**src/rtl/core/lfp_pkg.sv**
```systemverilog
// Shared types and constants for the lidar frame parser.
// No dependencies; imported by every module of the block.
`default_nettype none

package lfp_pkg;

   localparam int FRAME_LENGTH = 9;
   // bytes 0..7 live in the cell chain, byte 8 (checksum) is compared on arrival
   localparam int CHAIN_LEN    = FRAME_LENGTH - 1;
   localparam int POS_W        = 4;
   localparam logic [POS_W-1:0] LAST_POS = POS_W'(FRAME_LENGTH - 1);

   localparam logic [7:0] HEADER_RESET = 8'h59;

   // register index decoded from paddr[2]
   localparam logic CSR_HEADER_IDX = 1'b0;

   // frame byte k sits in cell CHAIN_LEN-1-k when the checksum byte arrives
   localparam int CELL_HDR0   = CHAIN_LEN - 1;
   localparam int CELL_HDR1   = CHAIN_LEN - 2;
   localparam int CELL_DIST_L = CHAIN_LEN - 3;
   localparam int CELL_DIST_H = CHAIN_LEN - 4;
   localparam int CELL_STR_L  = CHAIN_LEN - 5;
   localparam int CELL_STR_H  = CHAIN_LEN - 6;

   typedef logic [7:0] byte_type;
   typedef byte_type [CHAIN_LEN-1:0] chain_type;

   typedef enum logic {
      ST_IDLE,
      ST_COLLECT
   } lfp_state_type;

   typedef struct packed {
      logic start;   // header byte taken while idle
      logic shift;   // byte enters the cell chain
      logic last;    // checksum byte taken, frame ends
   } lfp_ctrl_type;

endpackage

`default_nettype wire

```
**src/rtl/core/lfp_cell.sv**
```systemverilog
// One byte cell of the frame chain: takes its neighbor's byte on shift.
// Depends on lfp_pkg.
`default_nettype none

module lfp_cell
   import lfp_pkg::*;
(
   input  wire logic     clock,
   input  wire logic     shift,
   input  wire byte_type d_in,
   output byte_type      q
);

   byte_type data_ff;
   byte_type data_in;

   always_comb begin
      data_in = shift ? d_in : data_ff;
   end

   always_ff @(posedge clock) begin
      data_ff <= data_in;
   end

   assign q = data_ff;

endmodule

`default_nettype wire

```
**src/rtl/core/lfp_check.sv**
```systemverilog
// Running checksum, end-of-frame validation and held distance/strength.
// Depends on lfp_pkg; fed by the lfp_cell chain.
`default_nettype none

module lfp_check
   import lfp_pkg::*;
(
   input  wire logic         clock,
   input  wire logic         reset,
   input  wire lfp_ctrl_type ctrl,
   input  wire byte_type     rx_byte,
   input  wire byte_type     header,
   input  wire chain_type    cells,
   output logic [15:0]       distance,
   output logic [15:0]       strength,
   output logic              frame_ok
);

   byte_type    sum_ff, sum_in;
   logic [15:0] dist_ff, dist_in;
   logic [15:0] str_ff, str_in;
   logic        ok_ff, ok_in;
   logic        ok;

   assign ok = (cells[CELL_HDR0] == header) && (cells[CELL_HDR1] == header)
               && (rx_byte == sum_ff);

   always_comb begin
      sum_in  = sum_ff;
      dist_in = dist_ff;
      str_in  = str_ff;
      ok_in   = ok_ff;
      if (ctrl.start) begin
         sum_in = rx_byte;
      end else if (ctrl.shift) begin
         sum_in = sum_ff + rx_byte;
      end
      if (ctrl.last) begin
         ok_in = ok;
         if (ok) begin
            dist_in = {cells[CELL_DIST_H], cells[CELL_DIST_L]};
            str_in  = {cells[CELL_STR_H], cells[CELL_STR_L]};
         end
      end
   end

   always_ff @(posedge clock) begin
      sum_ff <= sum_in;
      ok_ff  <= ok_in;
      if (reset) begin
         dist_ff <= '0;
         str_ff  <= '0;
      end else begin
         dist_ff <= dist_in;
         str_ff  <= str_in;
      end
   end

   assign distance = dist_ff;
   assign strength = str_ff;
   assign frame_ok = ok_ff;

endmodule

`default_nettype wire

```
**src/rtl/core/lidar_frame_parser.sv**
```systemverilog
// Top level of the lidar serial frame parser: control, CSR port, cell chain.
// Depends on lfp_pkg, lfp_cell, lfp_check.
//
//   port group   | direction | payload
//   req_         | in        | rx_byte[7:0]
//   rsp_         | out       | distance[15:0], strength[15:0], frame_ok
//   APB (p*)     | in/out    | header_value at byte address 0
//
// One byte is taken per cycle while req_ready is high; the result is registered
// with the ninth byte. The chain shifts one cell per frame byte but the checksum.
// Synchronous active-high reset; header_value returns to 0x59, held values to 0.
// req_ready drops only while the checksum byte is due and the previous result
// is still waiting on rsp_ready.
`default_nettype none

module lidar_frame_parser
   import lfp_pkg::*;
(
   input  wire logic        clock,
   input  wire logic        reset,
   input  wire logic        req_valid,
   output logic             req_ready,
   input  wire logic [7:0]  req_rx_byte,
   output logic             rsp_valid,
   input  wire logic        rsp_ready,
   output logic [15:0]      rsp_distance,
   output logic [15:0]      rsp_strength,
   output logic             rsp_frame_ok,
   input  wire logic        psel,
   input  wire logic        penable,
   input  wire logic        pwrite,
   input  wire logic [2:0]  paddr,
   input  wire logic [31:0] pwdata,
   output logic [31:0]      prdata,
   output logic             pready
);

   lfp_state_type    state_ff, state_in;
   logic [POS_W-1:0] pos_ff, pos_in;
   byte_type         header_ff, header_in;
   logic             rsp_valid_ff, rsp_valid_in;
   lfp_ctrl_type     ctrl;
   chain_type        cells;
   logic             accept;
   logic             is_header;
   logic             at_last;

   // ---------------- CSR port ----------------
   assign pready = 1'b1;

   always_comb begin
      header_in = header_ff;
      if (psel && penable && pwrite && (paddr[2] == CSR_HEADER_IDX)) begin
         header_in = pwdata[7:0];
      end
   end

   always_comb begin
      prdata = '0;
      if (paddr[2] == CSR_HEADER_IDX) begin
         prdata = {24'd0, header_ff};
      end
   end

   // ---------------- control ----------------
   assign at_last   = (state_ff == ST_COLLECT) && (pos_ff == LAST_POS);
   assign req_ready = !(at_last && rsp_valid_ff && !rsp_ready);
   assign accept    = req_valid && req_ready;
   assign is_header = (req_rx_byte == header_ff);

   always_comb begin
      state_in = state_ff;
      unique case (state_ff)
         ST_IDLE: begin
            if (accept && is_header) begin
               state_in = ST_COLLECT;
            end
         end
         ST_COLLECT: begin
            if (accept && at_last) begin
               state_in = ST_IDLE;
            end
         end
         default: state_in = ST_IDLE;
      endcase
   end

   always_comb begin
      ctrl = '0;
      unique case (state_ff)
         ST_IDLE: begin
            ctrl.start = accept && is_header;
            ctrl.shift = accept && is_header;
         end
         ST_COLLECT: begin
            ctrl.shift = accept && !at_last;
            ctrl.last  = accept && at_last;
         end
         default: ctrl = '0;
      endcase
   end

   always_comb begin
      pos_in = pos_ff;
      if (ctrl.start) begin
         pos_in = POS_W'(1);
      end else if (ctrl.last) begin
         pos_in = '0;
      end else if (ctrl.shift) begin
         pos_in = pos_ff + POS_W'(1);
      end
   end

   always_comb begin
      rsp_valid_in = rsp_valid_ff;
      if (ctrl.last) begin
         rsp_valid_in = 1'b1;
      end else if (rsp_ready) begin
         rsp_valid_in = 1'b0;
      end
   end

   always_ff @(posedge clock) begin
      if (reset) begin
         state_ff     <= ST_IDLE;
         pos_ff       <= '0;
         header_ff    <= HEADER_RESET;
         rsp_valid_ff <= 1'b0;
      end else begin
         state_ff     <= state_in;
         pos_ff       <= pos_in;
         header_ff    <= header_in;
         rsp_valid_ff <= rsp_valid_in;
      end
   end

   assign rsp_valid = rsp_valid_ff;

   // ---------------- byte chain ----------------
   for (genvar i = 0; i < CHAIN_LEN; i++) begin : g_cell
      if (i == 0) begin : g_head
         lfp_cell u_cell (
            .clock (clock),
            .shift (ctrl.shift),
            .d_in  (req_rx_byte),
            .q     (cells[i])
         );
      end else begin : g_body
         lfp_cell u_cell (
            .clock (clock),
            .shift (ctrl.shift),
            .d_in  (cells[i-1]),
            .q     (cells[i])
         );
      end
   end

   lfp_check u_check (
      .clock    (clock),
      .reset    (reset),
      .ctrl     (ctrl),
      .rx_byte  (req_rx_byte),
      .header   (header_ff),
      .cells    (cells),
      .distance (rsp_distance),
      .strength (rsp_strength),
      .frame_ok (rsp_frame_ok)
   );

   // ---------------- assertions ----------------
   a_idle_pos_zero: assert property (@(posedge clock) disable iff (reset)
      (state_ff == ST_IDLE) |-> (pos_ff == '0))
      else $error("byte position nonzero while idle");

   a_pos_range: assert property (@(posedge clock) disable iff (reset)
      (pos_ff <= LAST_POS))
      else $error("byte position past frame end");

   a_last_gives_rsp: assert property (@(posedge clock) disable iff (reset)
      ctrl.last |=> rsp_valid_ff)
      else $error("frame end without result");

   a_no_overwrite: assert property (@(posedge clock) disable iff (reset)
      ctrl.last |-> (!rsp_valid_ff || rsp_ready))
      else $error("result overwritten before taken");

endmodule

`default_nettype wire

```
**config.mk**
```make
export PLATFORM = sky130hd
export DESIGN_NAME = lidar_frame_parser
export DESIGN_NICKNAME = d
export VERILOG_FILES = /design/src/rtl/core/lfp_pkg.sv /design/src/rtl/core/lfp_cell.sv /design/src/rtl/core/lfp_check.sv /design/src/rtl/core/lidar_frame_parser.sv
export SDC_FILE = /design/constraint.sdc
export NUM_CORES = 1
export LEC_CHECK = 0
export ABC_AREA = 1
export BUFFER_PORTS_ARGS = -buffer_cell sky130_fd_sc_hd__buf_2
export CORE_MARGIN = 4
export CORE_UTILIZATION = 50
export CTS_CLUSTER_DIAMETER = 120
export DETAILED_ROUTE_END_ITERATION = 16
export PLACE_DENSITY = 0.74
export SLEW_MARGIN = 25
export SYNTH_ARGS = -nofsm -noshare
export SYNTH_HDL_FRONTEND = slang
export SYNTH_HIERARCHICAL = 1
export SYNTH_SLANG_ARGS = --single-unit
```
**constraint.sdc**
```tcl
create_clock -name clock -period 5 [get_ports clock]
set_clock_uncertainty 0.1 [all_clocks]
set_input_delay 1 -clock clock [delete_from_list [all_inputs] [get_ports clock]]
set_output_delay 1 -clock clock [all_outputs]
set_load 0.1 [all_outputs]
```
==> results.json <==
{
  "run_status": "finished, final reports clean",
  "initial_utilization": 0.5222,
  "syn_inst": 579,
  "first_pass_iters": 7,
  "ios": 118,
  "cts_resized": 0,
  "synthTopCellsByArea": "edfxtp_1, dfxtp_1, nand2_1",
  "rsz0062_at_grt": "false",
  "grt_max_degree": 69,
  "cts.sinks": 119,
  "setup_violations": 0,
  "fin_nets": 703,
  "vias_per_cell": 4.976,
  "grt_pass1_vias": 3844,
  "crit_chain": "inv_1, ha_1, nand2_1, nand3b_4, buf_2",
  "core_region_area_um2": 10460,
  "ys_ff_latch": 119,
  "mostFrequentLayoutCells": "nand2_1, inv_1, edfxtp_1, buf_2, nor2_1",
  "crit_type": "flop to output pin",
  "period_minus_slack_ps": 2936,
  "peakVddDrop_mv": 0.2339,
  "die-width_um": 112.5,
  "holdPathStages": 0,
  "ant_nets": 0,
  "required_ps": 3900,
  "p_seq_frac": 0.444,
  "tns_ps": 0,
  "cpPeakStageDelay_ps": 430,
  "clk_path_buf_depth": 2,
  "synth_top_area_cell": "edfxtp_1",
  "cp-start-kind": "flop",
  "p_clk_frac": 0.476,
  "drc_errors": 0,
  "cp_slowest_cell": "buf_2",
  "dp_hpwl_um": 7702,
  "synth_edf_count": 73,
  "vias": 3941,
  "async_flop_share": 0,
  "initialDrtViolationCount": 260,
  "synth_top_flop_cell": "edfxtp_1",
  "die_area_um2": 12660,
  "placedCellCount": 760,
  "yosys_warnings": 6,
  "path_max_fanout": 4,
  "cts_made_buffers": 17,
  "routedWlPerCell_um": 13.92,
  "antenna_found_initial": 0,
  "stdcell_count": 792,
  "syn_avg_cell_area_um2": 9.437,
  "fp-row-count": 37,
  "drt-total-wl_um": 11020,
  "drive_gt1_frac": 0.2104,
  "fmax_mhz": 340.6,
  "port_buffers": 66,
  "p_sw_frac": 0.2571,
  "worstMarginPinSlew_ps": 985.6,
  "syn_area_um2": 5464,
  "place_congestion": 0.9097,
  "post_cts_buffers": 0,
  "power.net_switching_uw": 603.6,
  "grt_first_pass_wirelength_um": 18370,
  "grt_remaining_overflow": 0,
  "track_usage": 0.1803,
  "final_area_um2": 6312,
  "syn_to_final_growth_pct": 15.53,
  "crit_path_end_kind": "output pin",
  "final_util": 0.6033,
  "drv_slew": 0,
  "hold_class": "flop to flop",
  "cts_max_level": 4,
  "synth-seq-area-share": 0.5697,
  "relSlewSlack": 0.3422,
  "r2r.worst_path.cells": 10,
  "n_antenna_cell": 0,
  "cts_tree": "done",
  "hold_viol_final": 0,
  "synth_cell_type_count": 41,
  "power_density_nw_per_um2": 372.0,
  "power_mw": 2.348,
  "cts_hold_buffers": 0,
  "arrival_ps": 1840,
  "die_h_um": 112.5,
  "clock_latency_ps": 510,
  "cts-root-buf": "clkbuf_8",
  "min_period_over_period": 0.5872,
  "yosysTopAreaCellShare": 0.4012,
  "clk_pin_slew_worst_paths_ps": 60,
  "final_common_cell": "nand2_1",
  "drv_cap": 0,
  "p_int_mw": 1.744,
  "combPwrFrac": 0.080,
  "placed_cell_area_um2": 5761,
  "leakage_nw": 2.814
}
## sequential cells by signal, indices dropped and copies added (netlist names), 4 cells and up
signal and cells:
u_check/distance 16, pos_ff 4, u_check/sum_ff 8, u_check/strength 16, g_cell.g_body.u_cell/q 56, g_cell.g_head.u_cell/q 8
header_ff 8
## per-layer routing
metal | vias up | part of all wire | global-route usage
li1 | 1960 | - | -
met1 | 1840 | 0.42 | 0.2227
met2 | 117 | 0.49 | 0.2968
met3 | 24 | 0.061 | 0.05121
met4 | 0 | 0.020 | 0.07612
met5 | - | 0 | 0
## stage by stage
stage                     hold slack, ps  setup WS, ps
final                              318.8          2064
after CTS                          320.7          2041
after floorplan                    300.3          1481
after detailed placement           307.1          1734
after global placement             304.5          1822
after global routing               324.7          1986
## synth_stat cells, types with 2 or more instances
master	n
nand2_1	106
inv_1	74
edfxtp_1	73
nor2_1	61
dfxtp_1	46
nand3_1	46
a21oi_1	33
buf_4	28
a21oi_2	15
o21ai_0	10
ha_1	9
xnor2_1	9
inv_2	8
buf_1	6
o21ai_1	5
xor2_1	5
buf_2	4
buf_6	4
clkbuf_1	4
o211ai_1	4
a31oi_1	3
and3_1	2
conb_1	2
nand2_2	2
nand2_4	2
nor2_2	2
nor2_4	2
## kinds of logic (layout without fill, tap and decap cells)
logic type | Yosys count | after routing | synth area share
buffers and inverters | 130 | 184 | 0.1154
other | 2 | 25 | 0.001374
adders and majority gates | 10 | 10 | 0.02427
AOI/OAI and AO/OA | 72 | 72 | 0.07969
and+or+nand+nor | 232 | 232 | 0.1871
DFF | 119 | 119 | 0.5697
xor gates and xnor gates | 14 | 14 | 0.02244
## final cells by class
cell class / instances / area (um2)
clock inverters: 14 / 123.9
clock buffers: 18 / 427.9
multi-input cells: 353 / 1812
inverters: 84 / 320.3
repair buffers: 68 / 345.3
fillers: 854 / 4150
flip-flops and latches: 119 / 3113
well taps: 136 / 170.2
## power by group through the flow
| stage | registers, mW | clock network [mW] | logic, mW |
|---|---|---|---|
| after floorplan | 1.06 | 0 | 0.173 |
| after global placement | 1.06 | 0 | 0.182 |
| after detailed placement | 1.06 | 0 | 0.186 |
| after CTS | 1.04 | 1.14 | 0.187 |
| after global routing | 1.04 | 1.19 | 0.201 |
| final | 1.04 | 1.12 | 0.188 |
## worst max-delay path, delay by kind of cell, from the launching register on
family	cells	cell delay, ps
fa+ha+maj	1	190
buf+inv	2	490
simple gates	2	250
flops	1	390
## worst paths after layout
path,slack (ps),startpoint,end
setup / recovery,2060,pos_ff[0],req_ready
hold / removal,320,g_cell[0].g_head.u_cell/q[7],g_cell[1].g_body.u_cell/q[7]
setup reg to reg,2240,pos_ff[0],u_check/sum_ff[2]
hold reg to reg,320,g_cell[0].g_head.u_cell/q[7],g_cell[1].g_body.u_cell/q[7]
Power figures use the tool's default switching activity.
